--- src/design/mis_pkg.sv ---
package mis_pkg;

	// Fixed-point layout of the step register and the accumulator
	localparam int STEP_BITS = 21;
	localparam int ACC_BITS  = 22;
	localparam int FRAC_BITS = 16;
	localparam logic signed [ACC_BITS-1:0] ONE_Q16 = ACC_BITS'(1 << FRAC_BITS);
	localparam logic signed [ACC_BITS-1:0] MINUS_ONE_Q16 = -ONE_Q16;

	// Cap on results caused by one input
	localparam int MAX_RESULTS = 48;
	localparam int CNT_BITS    = $clog2(MAX_RESULTS + 1);

	// Configuration register indexes
	localparam int CFG_INDEX_BITS = 2;
	localparam logic [CFG_INDEX_BITS-1:0] CFG_SOURCE_LENGTH = 2'd0;
	localparam logic [CFG_INDEX_BITS-1:0] CFG_TARGET_LENGTH = 2'd1;
	localparam logic [CFG_INDEX_BITS-1:0] CFG_STEP          = 2'd2;

	// Item classification made by the front end
	typedef struct packed {
		logic first;
		logic last;
	} item_flags_t;

	// Back end sequencer
	typedef enum logic [1:0] {
		S_IDLE,
		S_RUN,
		S_PAD
	} back_state_t;

endpackage

--- src/design/mis_front.sv ---
module mis_front #(
	parameter int LENGTH_BITS = 16,
	parameter int SAMPLE_BITS = 32
) (
	input  logic                          clk,
	input  logic                          arst_n,
	input  logic        [LENGTH_BITS-1:0] source_length,
	input  logic                          in_valid,
	output logic                          in_ready,
	input  logic signed [SAMPLE_BITS-1:0] sample,
	input  logic signed [SAMPLE_BITS-1:0] wrap_sample,
	output logic                          q_valid,
	input  logic                          q_ready,
	output logic signed [SAMPLE_BITS-1:0] q_sample,
	output logic signed [SAMPLE_BITS-1:0] q_other,
	output mis_pkg::item_flags_t          q_flags
);

	logic        [LENGTH_BITS-1:0] inputs_taken_q;
	logic signed [SAMPLE_BITS-1:0] previous_q;
	logic        [LENGTH_BITS-1:0] src_len;
	logic                          accept;

	// Zero source length counts as one
	assign src_len = (source_length == '0) ? LENGTH_BITS'(1) : source_length;

	// Classify the incoming item
	always_comb begin
		q_flags.first = (inputs_taken_q == '0);
		q_flags.last  = (({1'b0, inputs_taken_q} + (LENGTH_BITS+1)'(1)) >= {1'b0, src_len});
		q_other       = q_flags.first ? wrap_sample : previous_q;
	end

	assign q_valid  = in_valid;
	assign q_sample = sample;
	assign in_ready = q_ready;
	assign accept   = in_valid && q_ready;

	// Sequence position and previous sample
	always_ff @(posedge clk or negedge arst_n) begin
		if (!arst_n) begin
			inputs_taken_q <= '0;
			previous_q     <= '0;
		end else if (accept) begin
			if (q_flags.last) begin
				inputs_taken_q <= '0;
				previous_q     <= '0;
			end else begin
				inputs_taken_q <= inputs_taken_q + LENGTH_BITS'(1);
				previous_q     <= sample;
			end
		end
	end

endmodule

--- src/design/mis_queue.sv ---
module mis_queue #(
	parameter int WIDTH = 66
) (
	input  logic             clk,
	input  logic             arst_n,
	input  logic             push_valid,
	output logic             push_ready,
	input  logic [WIDTH-1:0] push_data,
	output logic             pop_valid,
	input  logic             pop_ready,
	output logic [WIDTH-1:0] pop_data
);

	// Two-entry queue between front and back
	logic [WIDTH-1:0] entry_q [2];
	logic             wr_ptr_q;
	logic             rd_ptr_q;
	logic [1:0]       count_q;
	logic             push;
	logic             pop;

	assign push_ready = (count_q != 2'd2);
	assign pop_valid  = (count_q != 2'd0);
	assign pop_data   = entry_q[rd_ptr_q];
	assign push       = push_valid && push_ready;
	assign pop        = pop_valid && pop_ready;

	always_ff @(posedge clk) begin
		if (push) begin
			entry_q[wr_ptr_q] <= push_data;
		end
	end

	always_ff @(posedge clk or negedge arst_n) begin
		if (!arst_n) begin
			wr_ptr_q <= 1'b0;
			rd_ptr_q <= 1'b0;
			count_q  <= 2'd0;
		end else begin
			if (push) begin
				wr_ptr_q <= ~wr_ptr_q;
			end
			if (pop) begin
				rd_ptr_q <= ~rd_ptr_q;
			end
			case ({push, pop})
				2'b10:   count_q <= count_q + 2'd1;
				2'b01:   count_q <= count_q - 2'd1;
				default: count_q <= count_q;
			endcase
		end
	end

endmodule

--- src/design/mis_back.sv ---
module mis_back #(
	parameter int LENGTH_BITS = 16,
	parameter int SAMPLE_BITS = 32
) (
	input  logic                                  clk,
	input  logic                                  arst_n,
	input  logic        [LENGTH_BITS-1:0]         source_length,
	input  logic        [LENGTH_BITS-1:0]         target_length,
	input  logic signed [mis_pkg::STEP_BITS-1:0]  step,
	input  logic                                  q_valid,
	output logic                                  q_ready,
	input  logic signed [SAMPLE_BITS-1:0]         q_sample,
	input  logic signed [SAMPLE_BITS-1:0]         q_other,
	input  mis_pkg::item_flags_t                  q_flags,
	output logic                                  out_valid,
	input  logic                                  out_ready,
	output logic signed [SAMPLE_BITS-1:0]         value,
	output logic                                  item_last,
	output logic                                  sequence_end
);

	mis_pkg::back_state_t state_q, state_d;

	// Current item
	logic signed [SAMPLE_BITS-1:0]        sample_q;
	logic signed [SAMPLE_BITS-1:0]        other_q;
	mis_pkg::item_flags_t                 flags_q;

	// Sequence state
	logic signed [mis_pkg::ACC_BITS-1:0]  acc_q;
	logic        [LENGTH_BITS-1:0]        given_q;
	logic        [mis_pkg::CNT_BITS-1:0]  n_q;

	// Output register
	logic                                 out_valid_q;
	logic signed [SAMPLE_BITS-1:0]        value_q;
	logic                                 item_last_q;
	logic                                 seq_end_q;

	logic        [LENGTH_BITS-1:0]        src_len;
	logic        [LENGTH_BITS-1:0]        total;
	logic signed [mis_pkg::ACC_BITS-1:0]  step_ext;
	logic signed [mis_pkg::ACC_BITS-1:0]  acc_sum;
	logic signed [mis_pkg::ACC_BITS-1:0]  acc_clamped;
	logic signed [SAMPLE_BITS:0]          mid_sum;
	logic signed [SAMPLE_BITS-1:0]        mid;
	logic                                 can_emit;
	logic                                 hits_total;
	logic                                 hits_cap;
	logic                                 is_mid;
	logic                                 out_free;
	logic                                 pop;
	logic                                 emit;
	logic                                 advance;
	logic signed [SAMPLE_BITS-1:0]        res_value;
	logic                                 res_last;
	logic                                 res_end;

	// Sequence length and emit limits
	always_comb begin
		src_len    = (source_length == '0) ? LENGTH_BITS'(1) : source_length;
		total      = (target_length > src_len) ? target_length : src_len;
		can_emit   = (given_q < total) && (n_q < mis_pkg::CNT_BITS'(mis_pkg::MAX_RESULTS));
		hits_total = (({1'b0, given_q} + (LENGTH_BITS+1)'(1)) == {1'b0, total});
		hits_cap   = (n_q == mis_pkg::CNT_BITS'(mis_pkg::MAX_RESULTS - 1));
	end

	// Accumulator arithmetic
	always_comb begin
		step_ext = {{(mis_pkg::ACC_BITS - mis_pkg::STEP_BITS){step[mis_pkg::STEP_BITS-1]}}, step};
		acc_sum  = acc_q + step_ext;
		acc_clamped = (acc_sum < mis_pkg::MINUS_ONE_Q16) ? mis_pkg::MINUS_ONE_Q16 : acc_sum;
		is_mid   = (acc_q >= mis_pkg::ONE_Q16);
	end

	// Midpoint: sum shifted right by one, rounding toward minus infinity
	assign mid_sum = {other_q[SAMPLE_BITS-1], other_q} + {sample_q[SAMPLE_BITS-1], sample_q};
	assign mid     = mid_sum[SAMPLE_BITS:1];

	assign out_free = !out_valid_q || out_ready;
	assign pop      = q_valid && q_ready;

	// Per-cycle actions and result fields
	always_comb begin
		q_ready   = 1'b0;
		emit      = 1'b0;
		advance   = 1'b0;
		res_value = '0;
		res_last  = 1'b0;
		res_end   = 1'b0;
		case (state_q)
			mis_pkg::S_IDLE: begin
				q_ready = 1'b1;
			end
			mis_pkg::S_RUN: begin
				advance   = !can_emit || out_free;
				emit      = can_emit && out_free;
				res_value = is_mid ? mid : sample_q;
				res_last  = hits_total || hits_cap || (!is_mid && !flags_q.last);
				res_end   = hits_total || (flags_q.last && res_last);
			end
			mis_pkg::S_PAD: begin
				advance   = !can_emit || out_free;
				emit      = can_emit && out_free;
				res_value = '0;
				res_last  = hits_total || hits_cap;
				res_end   = res_last;
			end
			default: begin
				q_ready = 1'b0;
			end
		endcase
	end

	// Next state
	always_comb begin
		state_d = state_q;
		case (state_q)
			mis_pkg::S_IDLE: begin
				if (q_valid) begin
					state_d = mis_pkg::S_RUN;
				end
			end
			mis_pkg::S_RUN: begin
				if (advance && !is_mid) begin
					state_d = flags_q.last ? mis_pkg::S_PAD : mis_pkg::S_IDLE;
				end
			end
			mis_pkg::S_PAD: begin
				if (!can_emit) begin
					state_d = mis_pkg::S_IDLE;
				end
			end
			default: state_d = mis_pkg::S_IDLE;
		endcase
	end

	// Item registers
	always_ff @(posedge clk) begin
		if (pop) begin
			sample_q <= q_sample;
			other_q  <= q_other;
		end
	end

	// Control and sequence state
	always_ff @(posedge clk or negedge arst_n) begin
		if (!arst_n) begin
			state_q <= mis_pkg::S_IDLE;
			flags_q <= '0;
			acc_q   <= '0;
			given_q <= '0;
			n_q     <= '0;
		end else begin
			state_q <= state_d;
			if (pop) begin
				flags_q <= q_flags;
				n_q     <= '0;
				if (q_flags.first) begin
					acc_q <= step_ext;
				end
			end
			if (state_q == mis_pkg::S_RUN && advance) begin
				acc_q <= is_mid ? (acc_q - mis_pkg::ONE_Q16) : acc_clamped;
			end
			if (emit) begin
				given_q <= given_q + LENGTH_BITS'(1);
				n_q     <= n_q + mis_pkg::CNT_BITS'(1);
			end
			if (state_q == mis_pkg::S_PAD && !can_emit) begin
				given_q <= '0;
			end
		end
	end

	// Output register, loads when empty or while the previous result is taken
	always_ff @(posedge clk or negedge arst_n) begin
		if (!arst_n) begin
			out_valid_q <= 1'b0;
		end else if (emit) begin
			out_valid_q <= 1'b1;
		end else if (out_ready) begin
			out_valid_q <= 1'b0;
		end
	end

	always_ff @(posedge clk) begin
		if (emit) begin
			value_q     <= res_value;
			item_last_q <= res_last;
			seq_end_q   <= res_end;
		end
	end

	assign out_valid    = out_valid_q;
	assign value        = value_q;
	assign item_last    = item_last_q;
	assign sequence_end = seq_end_q;

	// Per-input result count never passes the cap
	a_cap: assert property (@(posedge clk) disable iff (!arst_n)
		n_q <= mis_pkg::CNT_BITS'(mis_pkg::MAX_RESULTS))
		else $error("result count above cap");

	// The end of a sequence is always the end of its input
	a_end_last: assert property (@(posedge clk) disable iff (!arst_n)
		out_valid_q && seq_end_q |-> item_last_q)
		else $error("sequence_end without item_last");

	// Padding only follows the last input of a sequence
	a_pad_last: assert property (@(posedge clk) disable iff (!arst_n)
		state_q == mis_pkg::S_PAD |-> flags_q.last)
		else $error("padding on a non-final input");

endmodule

--- src/design/midpoint_insertion_stretcher_core.sv ---
// Midpoint insertion stretcher.
// Input channel (in_valid/in_ready) takes one Q16.16 sample per transfer, with
// the wrap sample used for the first input of each sequence. Output channel
// (out_valid/out_ready) gives one result per transfer: value, item_last on the
// final result of an input, sequence_end on the final result of a sequence.
// Configuration (cfg_we, cfg_index, cfg_data) writes source_length,
// target_length and step; write only while the block is idle.
// The front end classifies inputs and pushes them into a two-entry queue, so
// inputs keep flowing while the back end works. For each item the back end
// sequencer first takes it from the queue, then gives one midpoint per whole
// unit of the accumulator (up to 16 for the largest step) and then the sample;
// the last input of a sequence adds padding zeros up to the 48-result cap. The
// first result of an input passes through the queue, the item registers and
// the output register.
// A stalled receiver holds the output register; the sequencer and then the
// queue fill, after which in_ready drops. Reset clears the sequence position,
// the queue and the output, and sets the registers to source and target
// length 1 and step 0.
module midpoint_insertion_stretcher_core #(
	parameter int LENGTH_BITS = 16,
	parameter int SAMPLE_BITS = 32
) (
	input  logic                                   clk,
	input  logic                                   arst_n,
	input  logic                                   cfg_we,
	input  logic [mis_pkg::CFG_INDEX_BITS-1:0]     cfg_index,
	input  logic [((LENGTH_BITS > mis_pkg::STEP_BITS) ? LENGTH_BITS
	              : mis_pkg::STEP_BITS)-1:0]       cfg_data,
	input  logic                                   in_valid,
	output logic                                   in_ready,
	input  logic signed [SAMPLE_BITS-1:0]          sample,
	input  logic signed [SAMPLE_BITS-1:0]          wrap_sample,
	output logic                                   out_valid,
	input  logic                                   out_ready,
	output logic signed [SAMPLE_BITS-1:0]          value,
	output logic                                   item_last,
	output logic                                   sequence_end
);

	localparam int FLAG_BITS  = $bits(mis_pkg::item_flags_t);
	localparam int ITEM_BITS  = 2 * SAMPLE_BITS + FLAG_BITS;

	logic        [LENGTH_BITS-1:0]         source_length_q;
	logic        [LENGTH_BITS-1:0]         target_length_q;
	logic signed [mis_pkg::STEP_BITS-1:0]  step_q;

	logic                                  push_valid;
	logic                                  push_ready;
	logic signed [SAMPLE_BITS-1:0]         push_sample;
	logic signed [SAMPLE_BITS-1:0]         push_other;
	mis_pkg::item_flags_t                  push_flags;
	logic        [ITEM_BITS-1:0]           push_data;

	logic                                  pop_valid;
	logic                                  pop_ready;
	logic        [ITEM_BITS-1:0]           pop_data;
	logic signed [SAMPLE_BITS-1:0]         pop_sample;
	logic signed [SAMPLE_BITS-1:0]         pop_other;
	mis_pkg::item_flags_t                  pop_flags;

	// Configuration registers
	always_ff @(posedge clk or negedge arst_n) begin
		if (!arst_n) begin
			source_length_q <= LENGTH_BITS'(1);
			target_length_q <= LENGTH_BITS'(1);
			step_q          <= '0;
		end else if (cfg_we) begin
			case (cfg_index)
				mis_pkg::CFG_SOURCE_LENGTH: source_length_q <= cfg_data[LENGTH_BITS-1:0];
				mis_pkg::CFG_TARGET_LENGTH: target_length_q <= cfg_data[LENGTH_BITS-1:0];
				mis_pkg::CFG_STEP:          step_q <= cfg_data[mis_pkg::STEP_BITS-1:0];
				default: ;
			endcase
		end
	end

	mis_front #(
		.LENGTH_BITS (LENGTH_BITS),
		.SAMPLE_BITS (SAMPLE_BITS)
	) u_front (
		.clk           (clk),
		.arst_n        (arst_n),
		.source_length (source_length_q),
		.in_valid      (in_valid),
		.in_ready      (in_ready),
		.sample        (sample),
		.wrap_sample   (wrap_sample),
		.q_valid       (push_valid),
		.q_ready       (push_ready),
		.q_sample      (push_sample),
		.q_other       (push_other),
		.q_flags       (push_flags)
	);

	assign push_data = {push_flags, push_other, push_sample};

	mis_queue #(
		.WIDTH (ITEM_BITS)
	) u_queue (
		.clk        (clk),
		.arst_n     (arst_n),
		.push_valid (push_valid),
		.push_ready (push_ready),
		.push_data  (push_data),
		.pop_valid  (pop_valid),
		.pop_ready  (pop_ready),
		.pop_data   (pop_data)
	);

	assign pop_sample = pop_data[SAMPLE_BITS-1:0];
	assign pop_other  = pop_data[2*SAMPLE_BITS-1:SAMPLE_BITS];
	assign pop_flags  = pop_data[ITEM_BITS-1:2*SAMPLE_BITS];

	mis_back #(
		.LENGTH_BITS (LENGTH_BITS),
		.SAMPLE_BITS (SAMPLE_BITS)
	) u_back (
		.clk           (clk),
		.arst_n        (arst_n),
		.source_length (source_length_q),
		.target_length (target_length_q),
		.step          (step_q),
		.q_valid       (pop_valid),
		.q_ready       (pop_ready),
		.q_sample      (pop_sample),
		.q_other       (pop_other),
		.q_flags       (pop_flags),
		.out_valid     (out_valid),
		.out_ready     (out_ready),
		.value         (value),
		.item_last     (item_last),
		.sequence_end  (sequence_end)
	);

endmodule
--- config.mk ---
export PLATFORM = sky130hd
export DESIGN_NAME = midpoint_insertion_stretcher_core
export DESIGN_NICKNAME = d
export VERILOG_FILES = /design/src/design/mis_pkg.sv /design/src/design/mis_front.sv /design/src/design/mis_queue.sv /design/src/design/mis_back.sv /design/src/design/midpoint_insertion_stretcher_core.sv
export SDC_FILE = /design/constraint.sdc
export NUM_CORES = 1
export LEC_CHECK = 0
export ABC_AREA = 1
export BUFFER_PORTS_ARGS = -buffer_cell sky130_fd_sc_hd__buf_2
export CAP_MARGIN = 20
export CORE_UTILIZATION = 50
export DETAILED_ROUTE_END_ITERATION = 12
export MAX_ROUTING_LAYER = met4
export PLACE_DENSITY = 0.68
export SETUP_SLACK_MARGIN = 0.2
export SLEW_MARGIN = 15
export SYNTH_ARGS = -nofsm -noshare
export SYNTH_HDL_FRONTEND = slang
export SYNTH_SLANG_ARGS = --single-unit
export TNS_END_PERCENT = 5
--- constraint.sdc ---
create_clock -name clk -period 5.4 [get_ports clk]
set_input_delay 0.81 -clock clk [delete_from_list [all_inputs] [get_ports clk]]
set_output_delay 0.81 -clock clk [all_outputs]
set_load 0.02 [all_outputs]
==> results of run 1 <==
==> cells in the final DEF (no fill, tap or decap), drive strengths merged, types with 16 or more instances in the layout <==
| master | instances |
|---|---|
| a21oi | 105 |
| nand4 | 19 |
| clkinv | 16 |
| xnor2 | 24 |
| inv | 209 |
| xor2 | 37 |
| edfxtp | 230 |
| o22ai | 24 |
| nand2 | 761 |
| nor4 | 17 |
| o211ai | 21 |
| buf | 149 |
| nor3 | 20 |
| ha | 112 |
| clkbuf | 56 |
| dfrtp | 151 |
| o21ai | 177 |
| nor2 | 101 |
| nand3 | 104 |
==> state kept, by name, indices dropped and copies added (netlist names) <==
register and cells:
u_back.acc_q 22, u_back.sequence_end 1, u_front.inputs_taken_q 16, u_queue.rd_ptr_q 1, u_back.flags_q 1, u_back.out_valid 1, u_queue.count_q 2, u_queue.wr_ptr_q 1
u_back.state_q 2, u_front.previous_q 32, u_back.n_q 6, u_back.value 32, target_length_q 16, u_back.other_q 32, u_back.item_last 1, step_q 21
u_back.sample_q 32, u_queue.entry_q 132, source_length_q 16, u_back.given_q 16
==> what timing repair did <==
action / 4_1_cts / 5_1_grt
setup endpoints to repair: 0 / 16
gates resized for setup: 0 / 2
buffers inserted: 0 / 0
==> cells by family (layout without fill, tap and decap cells) <==
kind of cell	after synthesis	count (layout)	synth area share, %
simple gates	1042	1042	21.3
flops	383	383	52.8
compound gates	373	373	10.5
buf+inv	280	433	5.33
fa+ha+maj	114	114	7.08
xor+xnor	61	61	2.74
mux	5	5	0.277
other cells	0	1	0
==> path summary, 6_finish.rpt <==
check	cells past startpoint	slack (ns)	to
max in group asynchronous	2	4.01	u_front.previous_q[25]$_DFFE_PN0P_
max	30	0.86	u_back.acc_q[11]$_DFFE_PN0P_
max reg2reg	30	0.86	u_back.acc_q[11]$_DFFE_PN0P_
min in group clk	1	0.45	u_queue.entry_q[1][30]$_DFFE_PP_
min reg2reg	2	0.48	u_front.previous_q[17]$_DFFE_PN0P_
min	1	0.37	u_front.inputs_taken_q[15]$_DFFE_PN0P_
==> routing by layer <==
metal  GRT usage [%]  vias to the layer above  wire length (um)
li1                -                     7847                 -
met1            35.6                     7544             23900
met2            40.3                      402             23500
met3            2.97                       74              2560
met4            7.60                        0              1200
met5               -                        -                 0
==> final cells by class <==
cell class | count | area [um^2]
diodes | 1 | 2.50
fillers | 3491 | 17100
inverters | 210 | 788
multi-input cells | 1595 | 8560
well taps | 525 | 657
flip-flops and latches | 383 | 10700
repair buffers | 149 | 807
clock buffers | 56 | 1140
clock inverters | 18 | 149
==> report_power, final <==
group	leakage, nW	total (mW)	switching [mW]	internal [mW]
clock network	0.639	2.72	1.14	1.58
registers	4.11	5.17	0.552	4.62
logic	5.81	6.68	4.58	2.10
total	10.6	14.6	6.28	8.30
==> through the flow <==
step | instances | hold WS (ns)
finish | 2937 | 0.374
global route | 2937 | 0.440
CTS | 2936 | 0.391
detailed placement | 2862 | 0.473
global placement | 2862 | 0.466
floorplan | 2258 | 0.453
==> results.md, run 1 <==
- Die Span Y: 204 um
- DR WL/cell: 17.4 um
- # clock sinks: 383
- Syn nets: 2464
- Seq/Total Area, Yosys: 52.8%
- Rel. slew slack: 35.2%
- Crit path top cell by count: nand2_1
- Most frequent cell after synthesis: nand2_1
- Slowest CP cell: dfrtp_1
- Initial antenna violation count: 1
- Min Tclk post-route: 4.54 ns
- CP startpoint kind: flop
- Hold_buf cts: 0
- Vias in the first global route: 15.2k
- CP bufs+invs: 3
- Setup violations, final: 0
- Worst Tran Pin Value: 0.970 ns
- Synth Cell Area: 20400 um^2
- Total power draw: 14.6 mW
- First-pass GRT wire length: 81400 um
- R2r startpoint: source_length_q[13]$_DFFE_PN0P_
- Highest clock rate: 220 MHz
- Cell family with most CP delay: simple AND/OR/NAND/NOR gates
- Fin nets: 2586
- Core footprint: 39900 um^2
- Post-synth EDFFs: 230
- Critical path origin: source_length_q[13]$_DFFE_PN0P_
- Setup_tns: 0 ns
- Average size of a mapped cell: 9.01 um^2
- Yosys top cell area share: 33.9%
- Final ANT Viol Nets: 0
- Synth unique cells: 59
- Area leader, netlist: edfxtp_1
- RSZ-0062 raised after global routing: no
- Final instance area: 22900 um^2
- I/O Pins: 128
- CP max FO: 26
- Worst setup path class: reg2reg
- Critical Path AT: 5.00 ns
- Routability cong.: 0.952
- Outcome: complete, no violations
- #FFs+latches synth: 383
- Initial DRT Pass Iterations: 6
- Max Slew Vio Count: 0
- Clock Skew: 0.0183 ns
- Die Wd: 204 um
- Leakage: 10.6 nW
- Worst-Skew Late Latency: 0.56 ns
- Synth cell count leaders: nand2_1 (757), edfxtp_1 (230), inv_1 (205)
- Max clock buf depth: 3
- All-layer global routing usage: 25.8%
- Worst Slack Setup Final: 0.855 ns
- CTS buffer count: 41
- Pin count of the biggest net entering global routing: 96
- Cell Area, Placed: 21500 um^2
- Cell area power density: 638 nW/um^2
- Remaining DRCs: 0
- Share of cells above drive strength 1: 11.2%
- Num rows: 73
- DIE AREA: 41500 um^2
- Synth Warn #: 0
- Vias per cell: 5.40
- Final HPWL DP: 36700 um
- Initial core utilization: 51.0%
- Fin. Hold Viols: 0
- Synth area leaders: edfxtp_1 (34%), dfrtp_1 (19%), nand2_1 (14%), ha_1 (6.9%), o21ai_0 (4.1%)
- Hold crit path type: in2async
- GRT overflow: 0
- Max-cap violation count: 0
- CTS tree: yes
- DR vias: 15.9k
- Placement Setup Slack: 0.639 ns
- Max VDD drop: 0.000356 V
- Utilization after layout: 57.2%
- Clock slew at reported path FFs: 0.06 ns
- Layout area overhead: 12.3%
- Critical Path RT: 5.85 ns
- Fraction of registers with async set/reset: 39.9%
- CP endpoint kind: flop
- Top_reg_cell synth: edfxtp_1
- Post-Route WL: 51200 um
- CTS root buffer: clkbuf_16
- Synth Instances: 2258
- Final period utilization: 84.2%
- Initial DRC count: 1076
- I/O Buffers: 127
- CTS H-Tree Depth: 2
- Crit path largest cell delay: 0.39 ns
Power figures use the tool's default switching activity.
==> run 2, diff against run 1 <==
--- a/config.mk
+++ b/config.mk
@@ -11,7 +11,7 @@
 export CORE_UTILIZATION = 50
 export DETAILED_ROUTE_END_ITERATION = 12
 export MAX_ROUTING_LAYER = met4
-export PLACE_DENSITY = 0.68
+export PLACE_DENSITY = 0.7
 export SETUP_SLACK_MARGIN = 0.2
 export SLEW_MARGIN = 15
 export SYNTH_ARGS = -nofsm -noshare
==> constraint.sdc (replaced) <==
create_clock -name clk -period 4.14 [get_ports clk]
set_input_delay 0.621 -clock clk [delete_from_list [all_inputs] [get_ports clk]]
set_output_delay 0.621 -clock clk [all_outputs]
set_load 0.02 [all_outputs]
==> run 2 against run 1 <==
  * Register-to-register slack worse by 0.68 ns
  * Clock power up 40%
  * Clock skew up 0.0012 ns
  * Sequential share of layout area down 1.3 points
  * Hold slack worse by 0.26 ns
  * Sequential cell count unchanged
  * Die area unchanged
  * Sequential power up 30%
  * Global-route usage up 0.22 points
  * First-iteration DRC count up 16%
  * Critical endpoint is now u_back.acc_q[7]$_DFFE_PN0P_
  * Largest power group unchanged
  * Highest routed layer unchanged
==> results.md, run 2 (same netlist as run 1, synthesis figures left out) <==
- Layout area overhead: 15.5%
- Fin. Hold Viols: 0 (unchanged)
- I/O Pins: 128 (unchanged)
- Crit path top cell by count: nand2_1
- Routability cong.: 0.951 (-0.11%)
- Cell area power density: 836 nW/um^2 (+31%)
- CTS H-Tree Depth: 2 (unchanged)
- Most frequent cells in the layout: nand2_1 (743), edfxtp_1 (230), inv_1 (199)
- Share of cells above drive strength 1: 14.0% (+2.8 points)
- Total power draw: 19.6 mW (+35%)
- Remaining DRCs: 0 (unchanged)
- Fill count: 3444 (-1.3%)
- First-pass GRT wire length: 81900 um (+0.65%)
- Hold_buf cts: 0 (unchanged)
- Post-Route WL: 51800 um (+1.2%)
- CTS tree: yes
- Die Span Y: 204 um (unchanged)
- DR vias: 16.1k (+1.5%)
- DIE AREA: 41500 um^2 (unchanged)
- Critical Path AT: 4.48 ns (-0.52 ns)
- Pin count of the biggest net entering global routing: 88 (-8.3%)
- GRT overflow: 0 (unchanged)
- CTS buffer count: 41 (unchanged)
- Outcome: complete, no violations
- Slowest CP cell: dfrtp_1
- Min Tclk post-route: 3.96 ns (-0.580 ns)
- # clock sinks: 383 (unchanged)
- CTS root buffer: clkbuf_16
- CP max FO: 8 (-69%)
- Initial DRC count: 1252 (+16%)
- Top reg by flops: u_queue.entry_q
- Crit path largest cell delay: 0.43 ns (+0.04 ns)
- Rel. slew slack: 36.6% (+1.4 points)
- Setup violations, final: 0 (unchanged)
- Max clock buf depth: 3 (unchanged)
- Leakage: 10.8 nW (+2.5%)
- Critical Path RT: 4.66 ns (-1.19 ns)
- Worst-Skew Late Latency: 0.59 ns (+0.03 ns)
- Register-to-Register Path Depth: 28 (-6.7%)
- Fin nets: 2621 (+1.4%)
- DR WL/cell: 17.4 um (about the same)
- Worst Tran Pin Value: 0.949 ns (-0.0206 ns)
- Clock Skew: 0.0195 ns (+0.00122 ns)
- Clock slew at reported path FFs: 0.06 ns (about the same)
- Worst setup path class: reg2reg
- Setup_tns: 0 ns (unchanged)
- Max reg flops: 132 (unchanged)
- Vias per cell: 5.42 (+0.27%)
- CP endpoint kind: flop
- Max-cap violation count: 0 (unchanged)
- Vias in the first global route: 15.4k (+1.3%)
- Max VDD drop: 0.000410 V (+15%)
- Initial antenna violation count: 1 (unchanged)
- Initial DRT Pass Iterations: 5 (-1)
- Core footprint: 39900 um^2 (unchanged)
- Num rows: 73 (unchanged)
- I/O Buffers: 127 (unchanged)
- RSZ-0062 raised after global routing: yes
- Final period utilization: 95.8% (+12 points)
- CP startpoint kind: flop
- Final ANT Viol Nets: 0 (unchanged)
- Commonest non-fill, non-tap cell in the layout: nand2_1
- Highest clock rate: 252 MHz (+15%)
- All-layer global routing usage: 26.1% (+0.22 points)
- Hold crit path type: in2async
- Max Slew Vio Count: 0 (unchanged)
- Final HPWL DP: 37100 um (+1.1%)
- Die Wd: 204 um (unchanged)
- Initial core utilization: 51.0% (unchanged)
-- run 2: cell types whose count changed in the layout (fill, tap and decap cells not counted), sizes merged --
cell      previous run  this run
clkinv              16        13
clkinvlp             1         4
nand2              761       762
buf                149       181
bufinv               2         4
inv                209       211
-- run 2: repair_timing --
item / CTS / global route
cloned: 0 / 3
pin swaps: 2 / 20
resized for setup: 12 / 45
endpoints found under the setup margin: 56 / 81
endpoints found under the hold margin: 0 / 0
setup buffers: 1 / 8
-- run 2: layout make-up --
type | count | area (um^2) | area share (%)
clock inverter | 21 | 273 | 1.16
clock buffer | 55 | 1130 | 4.81
tap | 525 | 657 | 2.79
timing repair inverter | 1 | 6.26 | 0.0266
timing repair buffer | 182 | 1150 | 4.90
multi-input combinational | 1596 | 8750 | 37.2
antenna | 1 | 2.50 | 0.0106
inverter | 210 | 793 | 3.37
sequential | 383 | 10700 | 45.7
-- run 2: power breakdown --
| group | internal [mW] | total (mW) | leakage, nW | switching (mW) |
|---|---|---|---|---|
| Combinational | 3.03 | 9.12 | 6.04 | 6.08 |
| Clock | 2.20 | 3.81 | 0.673 | 1.60 |
| Sequential | 6.02 | 6.73 | 4.11 | 0.705 |
| Total | 11.3 | 19.6 | 10.8 | 8.39 |
-- run 2: critical path: cells and delay by family, from the launching register on --
kind / cells / cell delay (ns)
AO/OA/AOI/OAI: 4 / 0.89
adder cells (fa/ha/maj): 2 / 0.46
buffers and inverters: 6 / 0.62
flip-flops: 1 / 0.43
AND/OR/NAND/NOR: 16 / 1.47
-- run 2: through the flow --
step	utilization [%]	hold slack (ns)	instances	worst slack, ns	instance area (um^2)
2_1_floorplan	-	0.325	2258	-0.110	20400
3_3_place_gp	54.5	0.467	2884	0.173	21700
3_5_place_dp	54.5	0.474	2884	0.0800	21700
4_1_cts	58.2	0.149	2961	0.212	23200
5_1_grt	58.9	0.182	2974	-0.134	23500
6_report	58.9	0.118	2974	0.175	23500
-- run 2: final timing paths --
kind                                                          from                                 end  slack (ns)
worst max-delay path               source_length_q[10]$_DFFE_PN0P_         u_back.acc_q[7]$_DFFE_PN0P_        0.18
worst min-delay path                                        arst_n     source_length_q[10]$_DFFE_PN0P_        0.12
worst max register to register     source_length_q[10]$_DFFE_PN0P_         u_back.acc_q[7]$_DFFE_PN0P_        0.18
worst min register to register  u_front.previous_q[20]$_DFFE_PN0P_  u_front.previous_q[20]$_DFFE_PN0P_        0.48
max in group asynchronous                                   arst_n  u_front.previous_q[30]$_DFFE_PN0P_        3.13
min in group clk                                        sample[30]    u_queue.entry_q[1][30]$_DFFE_PP_        0.25
-- run 2: layer usage --
layer | wire length, um | global-route usage (%) | vias to the layer above | part of all wire (%)
met1 | 23700 | 36.8 | 7586 | 46
met5 | 0 | - | - | 0
met2 | 23300 | 39.1 | 527 | 45
met4 | 1360 | 7.92 | 0 | 2.6
li1 | - | - | 7902 | -
met3 | 3490 | 3.58 | 96 | 6.7
